<file path="src/sv/rlesd_pkg.sv">
// Shared types and constants for the run-length sprite decimating decoder.
// No dependencies; imported by rle_sprite_decimating_decoder_core and rlesd_step.
`timescale 1ns / 1ps

package rlesd_pkg;

   localparam int SPRITE_WIDTH  = 192;
   localparam int SPRITE_HEIGHT = 96;
   localparam int LINE_PIXELS   = 96;
   localparam int PALETTE_DEPTH = 256;
   localparam int PAL_ADDR_W    = $clog2(PALETTE_DEPTH);
   localparam int COLOR_W       = 16;

   typedef struct packed {
      logic       mode;
      logic [7:0] run_length;
      logic [7:0] palette_index;
      logic [15:0] entry_color;
      logic       last_pair;
   } req_type;

   typedef struct packed {
      logic [5:0]  line;
      logic [6:0]  start_column;
      logic [6:0]  pixel_count;
      logic [15:0] pixel_color;
      logic        line_done;
      logic        sprite_done;
   } rsp_type;

   // mode field codes
   localparam logic MODE_PAL_WRITE = 1'b0;
   localparam logic MODE_RUN       = 1'b1;

   typedef struct packed {
      logic [6:0] source_row;
      logic [7:0] source_column;
      logic [6:0] output_column;
      logic       sprite_finished;
   } state_type;

   typedef enum logic [1:0] {
      PH_RUN = 2'b01,
      PH_PAD = 2'b10
   } phase_type;

   typedef struct packed {
      logic      emit;
      rsp_type   rsp;
      state_type next_state;
      phase_type next_phase;
      logic      done;
   } step_type;

endpackage

</file>
<file path="src/sv/rle_sprite_decimating_decoder_core.sv">
// A run item is accepted into the first stage (item register and palette RAM read); its
// first result is then registered in the response register once the output is free. One
// item per cycle while results are not stalled and each item needs a single step; a run
// that ends an even row without filling the line adds a padding step, and a last pair
// adds one for each source row still to close, odd rows included. A stalled result holds
// the step, and so the input, until it is taken. Palette writes complete in the accept
// cycle; the palette RAM read sets the first stage. Reset (synchronous, active high)
// clears row/column state, background color and the pipeline; palette contents are not cleared.
// Top level; depends on rlesd_pkg, rlesd_ram and rlesd_step.
`timescale 1ns / 1ps

module rle_sprite_decimating_decoder_core import rlesd_pkg::*; (
   input  logic               clock,
   input  logic               reset,
   input  logic               req_valid,
   output logic               req_stall,
   input  req_type            req_data,
   output logic               rsp_valid,
   input  logic               rsp_stall,
   output rsp_type            rsp_data,
   input  logic               csr_wr_en,
   input  logic [COLOR_W-1:0] csr_wr_data
);

   logic               s1_valid_ff, s1_valid_in;
   req_type            s1_item_ff;
   phase_type          phase_ff, phase_in;
   state_type          st_ff, st_in;
   logic [COLOR_W-1:0] bg_ff;
   logic               rsp_valid_ff, rsp_valid_in;
   rsp_type            rsp_data_ff;

   logic               req_accept;
   logic               out_free;
   logic               step_go;
   logic               pal_wr_en;
   logic               pal_rd_en;
   logic [COLOR_W-1:0] pal_data;
   step_type           step;

   assign out_free   = !rsp_valid_ff || !rsp_stall;
   assign step_go    = s1_valid_ff && out_free;
   assign req_stall  = s1_valid_ff && !(step_go && step.done);
   assign req_accept = req_valid && !req_stall;
   assign pal_wr_en  = req_accept && (req_data.mode == MODE_PAL_WRITE) &&
                       ({1'b0, req_data.palette_index} < 9'(PALETTE_DEPTH));
   assign pal_rd_en  = req_accept && (req_data.mode == MODE_RUN);

   rlesd_ram #(
      .WIDTH (COLOR_W),
      .DEPTH (PALETTE_DEPTH)
   ) u_palette (
      .clock   (clock),
      .wr_en   (pal_wr_en),
      .wr_addr (req_data.palette_index[PAL_ADDR_W-1:0]),
      .wr_data (req_data.entry_color),
      .rd_en   (pal_rd_en),
      .rd_addr (req_data.palette_index[PAL_ADDR_W-1:0]),
      .rd_data (pal_data)
   );

   rlesd_step u_step (
      .phase    (phase_ff),
      .st       (st_ff),
      .item     (s1_item_ff),
      .pal_data (pal_data),
      .bg_color (bg_ff),
      .step     (step)
   );

   always_comb begin
      s1_valid_in = s1_valid_ff;
      if (pal_rd_en) begin
         s1_valid_in = 1'b1;
      end else if (step_go && step.done) begin
         s1_valid_in = 1'b0;
      end
      phase_in     = step_go ? step.next_phase : phase_ff;
      st_in        = step_go ? step.next_state : st_ff;
      rsp_valid_in = rsp_valid_ff;
      if (step_go && step.emit) begin
         rsp_valid_in = 1'b1;
      end else if (!rsp_stall) begin
         rsp_valid_in = 1'b0;
      end
   end

   always_ff @(posedge clock) begin
      if (reset) begin
         s1_valid_ff  <= 1'b0;
         phase_ff     <= PH_RUN;
         st_ff        <= '0;
         bg_ff        <= '0;
         rsp_valid_ff <= 1'b0;
      end else begin
         s1_valid_ff  <= s1_valid_in;
         phase_ff     <= phase_in;
         st_ff        <= st_in;
         rsp_valid_ff <= rsp_valid_in;
         if (csr_wr_en) begin
            bg_ff <= csr_wr_data;
         end
      end
   end

   always_ff @(posedge clock) begin
      if (pal_rd_en) begin
         s1_item_ff <= req_data;
      end
      if (step_go && step.emit) begin
         rsp_data_ff <= step.rsp;
      end
   end

   assign rsp_valid = rsp_valid_ff;
   assign rsp_data  = rsp_data_ff;

endmodule

</file>
<file path="src/sv/rlesd_ram.sv">
// Generic single-write, single-read RAM with registered read data.
// No dependencies.
`timescale 1ns / 1ps

module rlesd_ram #(
   parameter int WIDTH = 16,
   parameter int DEPTH = 256,
   localparam int AW = $clog2(DEPTH)
) (
   input  logic             clock,
   input  logic             wr_en,
   input  logic [AW-1:0]    wr_addr,
   input  logic [WIDTH-1:0] wr_data,
   input  logic             rd_en,
   input  logic [AW-1:0]    rd_addr,
   output logic [WIDTH-1:0] rd_data
);

   logic [WIDTH-1:0] mem [DEPTH];
   logic [WIDTH-1:0] rd_data_ff;

   always_ff @(posedge clock) begin
      if (wr_en) begin
         mem[wr_addr] <= wr_data;
      end
      if (rd_en) begin
         rd_data_ff <= mem[rd_addr];
      end
   end

   assign rd_data = rd_data_ff;

endmodule

</file>
<file path="src/sv/rlesd_step.sv">
// One decode step: either the run part of a pair or one end-of-row padding pass.
// Depends on rlesd_pkg.
`timescale 1ns / 1ps

module rlesd_step import rlesd_pkg::*; (
   input  phase_type         phase,
   input  state_type         st,
   input  req_type           item,
   input  logic [COLOR_W-1:0] pal_data,
   input  logic [COLOR_W-1:0] bg_color,
   output step_type          step
);

   logic [8:0] sum;
   logic [8:0] run_end;
   logic [8:0] end_p1;
   logic [8:0] col_p1;
   logic [7:0] span;
   logic [7:0] room;
   logic [7:0] n_out;
   logic [6:0] ocol_next;
   logic [7:0] scol_next;
   logic [7:0] row_p1;
   logic [7:0] row_p2;
   logic       advance;
   logic       even;
   logic       row_end;
   logic       merge;
   logic       last_line;
   logic [COLOR_W-1:0] color;

   always_comb begin
      sum       = {1'b0, st.source_column} + {1'b0, item.run_length};
      run_end   = (sum > 9'(SPRITE_WIDTH)) ? 9'(SPRITE_WIDTH) : sum;
      advance   = run_end > {1'b0, st.source_column};
      even      = !st.source_row[0];
      // kept columns in [col, end) are the even ones
      end_p1    = run_end + 9'd1;
      col_p1    = {1'b0, st.source_column} + 9'd1;
      span      = end_p1[8:1] - col_p1[8:1];
      room      = (st.output_column < 7'(LINE_PIXELS)) ?
                  8'(LINE_PIXELS) - {1'b0, st.output_column} : 8'd0;
      n_out     = (even && advance) ? ((span > room) ? room : span) : 8'd0;
      ocol_next = 7'({1'b0, st.output_column} + n_out);
      scol_next = advance ? run_end[7:0] : st.source_column;
      row_end   = scol_next >= 8'(SPRITE_WIDTH);
      merge     = row_end && (n_out != 8'd0) && (ocol_next >= 7'(LINE_PIXELS));
      row_p1    = {1'b0, st.source_row} + 8'd1;
      row_p2    = {1'b0, st.source_row} + 8'd2;
      last_line = row_p2 >= 8'(SPRITE_HEIGHT);
      color     = (item.palette_index == 8'd0 ||
                   {1'b0, item.palette_index} >= 9'(PALETTE_DEPTH)) ? bg_color : pal_data;

      step            = '0;
      step.next_state = st;
      step.next_phase = PH_RUN;
      step.done       = 1'b1;

      case (phase)
         PH_RUN: begin
            if (!st.sprite_finished) begin
               step.emit                         = n_out != 8'd0;
               step.rsp.line                     = st.source_row[6:1];
               step.rsp.start_column             = st.output_column;
               step.rsp.pixel_count              = n_out[6:0];
               step.rsp.pixel_color              = color;
               step.rsp.line_done                = merge;
               step.rsp.sprite_done              = merge && last_line;
               step.next_state.source_column     = scol_next;
               step.next_state.output_column     = ocol_next;
               if (row_end && (merge || !even)) begin
                  // row closes here: no padding item needed
                  step.next_state.source_row      = row_p1[6:0];
                  step.next_state.source_column   = '0;
                  step.next_state.output_column   = '0;
                  step.next_state.sprite_finished = (merge && last_line) ||
                                                    (row_p1 >= 8'(SPRITE_HEIGHT));
                  if (item.last_pair && !step.next_state.sprite_finished) begin
                     step.done       = 1'b0;
                     step.next_phase = PH_PAD;
                  end
               end else if (row_end || item.last_pair) begin
                  step.done       = 1'b0;
                  step.next_phase = PH_PAD;
               end
            end
         end
         PH_PAD: begin
            step.emit                       = even;
            step.rsp.line                   = st.source_row[6:1];
            step.rsp.start_column           = st.output_column;
            step.rsp.pixel_count            = room[6:0];
            step.rsp.pixel_color            = bg_color;
            step.rsp.line_done              = 1'b1;
            step.rsp.sprite_done            = last_line;
            step.next_state.source_row      = row_p1[6:0];
            step.next_state.source_column   = '0;
            step.next_state.output_column   = '0;
            step.next_state.sprite_finished = (even && last_line) ||
                                              (row_p1 >= 8'(SPRITE_HEIGHT));
            if (item.last_pair && !step.next_state.sprite_finished) begin
               step.done       = 1'b0;
               step.next_phase = PH_PAD;
            end
         end
         default: begin
            step.done = 1'b1;
         end
      endcase
   end

endmodule
</file>
<file path="config.mk">
export PLATFORM = sky130hd
export DESIGN_NAME = rle_sprite_decimating_decoder_core
export DESIGN_NICKNAME = d
export VERILOG_FILES = /design/src/sv/rlesd_pkg.sv /design/src/sv/rle_sprite_decimating_decoder_core.sv /design/src/sv/rlesd_ram.sv /design/src/sv/rlesd_step.sv
export SDC_FILE = /design/constraint.sdc
export NUM_CORES = 2
export LEC_CHECK = 0
export BUFFER_PORTS_ARGS = -buffer_cell sky130_fd_sc_hd__buf_2
export CORE_ASPECT_RATIO = 1.4
export CORE_MARGIN = 2
export CORE_UTILIZATION = 50
export CTS_CLUSTER_SIZE = 10
export DETAILED_ROUTE_END_ITERATION = 8
export GPL_TIMING_DRIVEN = 0
export PLACE_DENSITY = 0.68
export REMOVE_ABC_BUFFERS = 1
export SLEW_MARGIN = 20
export SYNTH_ARGS = -nofsm -noshare
export SYNTH_HDL_FRONTEND = slang
export SYNTH_SLANG_ARGS = --single-unit
export TNS_END_PERCENT = 30
</file>
<file path="constraint.sdc">
create_clock -name clock -period 21.5 [get_ports clock]
set_input_delay 3.225 -clock clock [delete_from_list [all_inputs] [get_ports clock]]
set_output_delay 3.225 -clock clock [all_outputs]
set_load 0.02 [all_outputs]
</file>
==> parameters.txt <==
Parameter                              Value

Clock tree
  H-tree levels    5
  CTS tree    done
  Clock network latency to the later pin of the worst-skew pair    0.94 ns
  Setup Buffers After CTS    0
  Longest Clk Path Bufs    4
  CTS Root Buffer Type    sky130_fd_sc_hd__clkbuf_16
  Cts-stage hold buffer count    0
  Number of instances resized during post-cts repair    0
  Clock Pin Slew Worst Setup and Hold Paths    0.06 ns
  Sinks on the clock net    4210
  Number of clock buffers inserted by TritonCTS    465

Pwr
  Clock power frac    39.5%
  Share of total power consumed by net switching    21.61%
  Internal power    13.36 mW
  Sequential group share of total power    53.3%
  Areal power density over the cells    90.50 mW/mm2
  Maximum vdd drop    0.07733 mV
  Combinational Power Share    about 7.3%
  Net switching power figure    3.681 mW
  Leakage dissipation    59.26 nW
  Final Total Pwr    17.04 mW

Job
  Maxcap violations    0

Floorplanning
  Die boundary height    681.0 um
  Die area    0.3320 mm2
  Standard-cell row count    248
  Initial core utilization    50.24%
  Top Ports    95
  Core region area    0.3258 mm2
  Die X    487.6 um

Detailed routing
  Via density    6.411
  Routed wire per std cell    33.68 um
  DRC violations left    0
  1st-iter DRT viols    about 9400
  Count of nets left with antenna violations after detail routing    0
  Total wire length after detailed routing    408.9 mm
  Total vias in the final route    77826
  Detailed-routing iteration count for the pre-antenna-repair pass    8

STA
  Count of endpoints failing setup in the final report    0
  Peak clock frequency supported by timing    76.30 MHz
  Final worst hold slack    0.5090 ns
  Worst Tran Pin Value    about 1.2 ns
  Max-Slew Margin vs Limit    16.12%
  Max Slew Vio Count    0
  Worst Clk Skew    about 0.057 ns
  Post-route setup slack    8.393 ns
  Setup repair after global routing missed its margin    no
  Final critical path time including I/O delays and setup    between 10 and 15 ns
  Share of the cycle needed by the critical path after routing    60.96%
  Setup tns final    0 ns
  Number of hold violations in the final report    0

Global route
  Antenna violations before repair    24
  Pin count of the biggest net entering global routing    145
  Remaining Overflow, GRT    0
  Vias in the first global route    80404
  GRT Total Usage    about a quarter
  Global-route wire length before repair    583.2 mm

Final layout
  Post-synthesis to final-layout area growth    14.99%
  Utilization after layout    57.77%
  Post-layout net count    7911
  Fraction of layout instances using a drive strength above 1    a little over a third

Min path
  Worst hold-check path type    reg -> reg

Setup path
  Startpoint class of the critical path    register
  Terminus of the critical flop-to-flop path    u_palette.mem[97][12]
  Required time reported for the critical path endpoint    18.27 ns
  Top cell by count, worst path    sky130_fd_sc_hd__ha_1
  Crit. Startpoint    st_ff[8]
  Crit-path max FO    14
  R2r startpoint    st_ff[8]
  Category of the worst setup path capture point    output port
  Setup slack on the worst flop-to-flop path    10.72 ns
  Signal arrival time at the worst endpoint    ~10 ns
  Crit path capture    req_stall
  CP max-delay cell    sky130_fd_sc_hd__a21boi_4
  Peak per-stage delay on the critical path    0.60 ns
  Kind of critical path    reg -> out
  Depth of the worst register-to-register path    39

Placed design
  Post-placement worst setup slack    9.386 ns
  Number of port buffers    94
  Detail Placement HPWL    271.5 mm
  Last weighted congestion value of the routability-driven placer    0.8505

Yosys
  Synthesized area divided by synthesized cell count    23.46 um2
  Count of synthesis-stage warnings from yosys    0
  Most used flip-flop cell after synthesis    sky130_fd_sc_hd__edfxtp_1
  Main area contributors after synthesis    sky130_fd_sc_hd__edfxtp_1 (76%), sky130_fd_sc_hd__mux4_2 (18%), sky130_fd_sc_hd__nor3_1 (0.65%)
  Total standard cell area after synthesis    0.1637 mm2
  Largest area contributor in the synthesized netlist    sky130_fd_sc_hd__edfxtp_1
  Synthesis-stage register bit count    4210
  Synth top area share    76.44%
  Post-synth ARST share    0%
  Library cells used by synthesis    85
  Part of the Yosys area used for sequential elements    76.97%
  Mapped Cells    6979
  Number of enable flip-flop cells after synthesis    4167

Run status
  Run status    finished clean
==> cell usage after synthesis, types with 3 or more instances <==
master and instances:
sky130_fd_sc_hd__a211oi_1 5, sky130_fd_sc_hd__a21o_1 8, sky130_fd_sc_hd__a21oi_1 41, sky130_fd_sc_hd__a221oi_1 3, sky130_fd_sc_hd__a22o_1 18, sky130_fd_sc_hd__a22oi_1 16
sky130_fd_sc_hd__a31oi_1 12, sky130_fd_sc_hd__and2_1 7, sky130_fd_sc_hd__and3_1 5, sky130_fd_sc_hd__buf_1 100, sky130_fd_sc_hd__buf_2 78, sky130_fd_sc_hd__clkbuf_1 225
sky130_fd_sc_hd__dfxtp_1 43, sky130_fd_sc_hd__edfxtp_1 4167, sky130_fd_sc_hd__fa_1 3, sky130_fd_sc_hd__ha_1 43, sky130_fd_sc_hd__inv_1 30, sky130_fd_sc_hd__mux2_2 10
sky130_fd_sc_hd__mux2i_1 44, sky130_fd_sc_hd__mux4_2 1319, sky130_fd_sc_hd__nand2_1 143, sky130_fd_sc_hd__nand2b_1 20, sky130_fd_sc_hd__nand3_1 42, sky130_fd_sc_hd__nand3b_1 4
sky130_fd_sc_hd__nand4_1 8, sky130_fd_sc_hd__nor2_1 104, sky130_fd_sc_hd__nor2b_1 25, sky130_fd_sc_hd__nor3_1 214, sky130_fd_sc_hd__nor4_1 64, sky130_fd_sc_hd__o211ai_1 9
sky130_fd_sc_hd__o21a_1 5, sky130_fd_sc_hd__o21ai_0 37, sky130_fd_sc_hd__o21ai_1 3, sky130_fd_sc_hd__o21bai_1 5, sky130_fd_sc_hd__o22a_1 4, sky130_fd_sc_hd__o22ai_1 13
sky130_fd_sc_hd__o31ai_1 8, sky130_fd_sc_hd__o32ai_1 3, sky130_fd_sc_hd__or2_2 3, sky130_fd_sc_hd__or3_1 7, sky130_fd_sc_hd__or4_1 3, sky130_fd_sc_hd__xnor2_1 16
sky130_fd_sc_hd__xor2_1 13
==> per-layer routing <==
metal	wire (um)	track usage [%]	part of all wire (%)	vias up
met5	92	0	0.023	-
met4	23910	12.73	5.8	12
met3	31930	4.189	7.8	815
met2	211500	42.11	52	3873
met1	141400	30.34	35	41622
li1	-	-	-	31504
==> layout by cell type, fill, tap and decap left out, types with 7 or more instances in the layout <==
master / count
sky130_fd_sc_hd__o21ai_0: 35
sky130_fd_sc_hd__buf_2: 220
sky130_fd_sc_hd__dfxtp_1: 43
sky130_fd_sc_hd__o22ai_1: 13
sky130_fd_sc_hd__buf_4: 374
sky130_fd_sc_hd__edfxtp_1: 4167
sky130_fd_sc_hd__and2_1: 7
sky130_fd_sc_hd__buf_8: 21
sky130_fd_sc_hd__mux2i_1: 43
sky130_fd_sc_hd__mux4_2: 1319
sky130_fd_sc_hd__a22oi_1: 16
sky130_fd_sc_hd__nand3_1: 42
sky130_fd_sc_hd__a21oi_1: 40
sky130_fd_sc_hd__inv_1: 30
sky130_fd_sc_hd__buf_16: 81
sky130_fd_sc_hd__xor2_1: 13
sky130_fd_sc_hd__o31ai_1: 8
sky130_fd_sc_hd__ha_1: 43
sky130_fd_sc_hd__inv_6: 7
sky130_fd_sc_hd__clkbuf_1: 47
sky130_fd_sc_hd__nor3_2: 201
sky130_fd_sc_hd__o211ai_1: 9
sky130_fd_sc_hd__clkbuf_16: 468
sky130_fd_sc_hd__or3_1: 7
sky130_fd_sc_hd__nand2b_1: 19
sky130_fd_sc_hd__buf_6: 69
sky130_fd_sc_hd__nor2_1: 99
sky130_fd_sc_hd__nor3_1: 14
sky130_fd_sc_hd__a21o_1: 8
sky130_fd_sc_hd__nor2b_1: 25
sky130_fd_sc_hd__nand2_1: 139
sky130_fd_sc_hd__diode_2: 15
sky130_fd_sc_hd__nand4_1: 8
sky130_fd_sc_hd__xnor2_1: 16
sky130_fd_sc_hd__nor4_2: 61
sky130_fd_sc_hd__a22o_1: 18
sky130_fd_sc_hd__mux2_2: 10
sky130_fd_sc_hd__a31oi_1: 12
==> power by group through the flow <==
| stage | Clock, mW | Sequential (mW) | Combinational (mW) |
|---|---|---|---|
| after detailed placement | 0 | 9.24 | 1.24 |
| after floorplan | 0 | 9.24 | 0.596 |
| after global routing | 7.10 | 9.07 | 1.31 |
| final | 6.72 | 9.07 | 1.24 |
| after CTS | 6.82 | 9.07 | 1.25 |
| after global placement | 0 | 9.27 | 1.72 |
==> logic make-up (layout without fill, tap and decap cells) <==
| kind of cell | count (synthesis) | after routing | share of synthesized area, % |
|---|---|---|---|
| and+or+nand+nor | 659 | 659 | 1.971 |
| adders and majority gates | 47 | 47 | 0.3715 |
| xor gates and xnor gates | 30 | 30 | 0.1651 |
| DFF | 4210 | 4210 | 76.97 |
| buffers and inverters | 436 | 1332 | 1.064 |
| muxes | 1373 | 1373 | 18.49 |
| other | 1 | 16 | 0.002291 |
| AOI/OAI and AO/OA | 223 | 223 | 0.9738 |
==> worst max-delay path: cells and delay by family (launching register included) <==
kind / cells / cell delay, ns
flip-flops: 1 / 0.52
adder cells (fa/ha/maj): 7 / 2.21
AO/OA/AOI/OAI: 13 / 3.93
buffers and inverters: 2 / 0.36
AND/OR/NAND/NOR: 9 / 1.30
XOR/XNOR: 3 / 0.60
==> flip-flops by register name, indices dropped and copies added, names as in the netlist <==
signal and count:
s1_item_ff 17, u_palette.mem 4096, rsp_valid 1, u_palette.rd_data 16, rsp_data 38, phase_ff 2
st_ff 23, bg_ff 16, s1_valid_ff 1
==> final cells by class <==
| type | instances | area, um2 |
|---|---|---|
| timing repair buffer | 768 | 7291 |
| multi-input combinational | 2333 | 37410 |
| clock buffer | 515 | 11890 |
| clock inverter | 17 | 171.4 |
| inverter | 32 | 126.4 |
| tap | 4250 | 5318 |
| fill | 22561 | 137600 |
| sequential | 4210 | 126000 |
| antenna | 15 | 37.54 |
==> worst min path at each step <==
stage,cells after the start,to,start
5_1_grt,2,bg_ff[6],bg_ff[6]
6_report,2,bg_ff[10],bg_ff[10]
2_1_floorplan,2,bg_ff[0],bg_ff[0]
3_5_place_dp,2,bg_ff[5],bg_ff[5]
4_1_cts,2,bg_ff[5],bg_ff[5]
3_3_place_gp,2,bg_ff[12],bg_ff[12]
==> stage by stage <==
| step | std cells | instance area, um2 |
|---|---|---|
| 6_report | 12140 | 188200 |
| 2_1_floorplan | 6575 | 162100 |
| 3_5_place_dp | 11592 | 176100 |
| 5_1_grt | 12135 | 188200 |
| 4_1_cts | 12124 | 188200 |
| 3_3_place_gp | 10919 | 167900 |
Power figures use the tool's default switching activity.
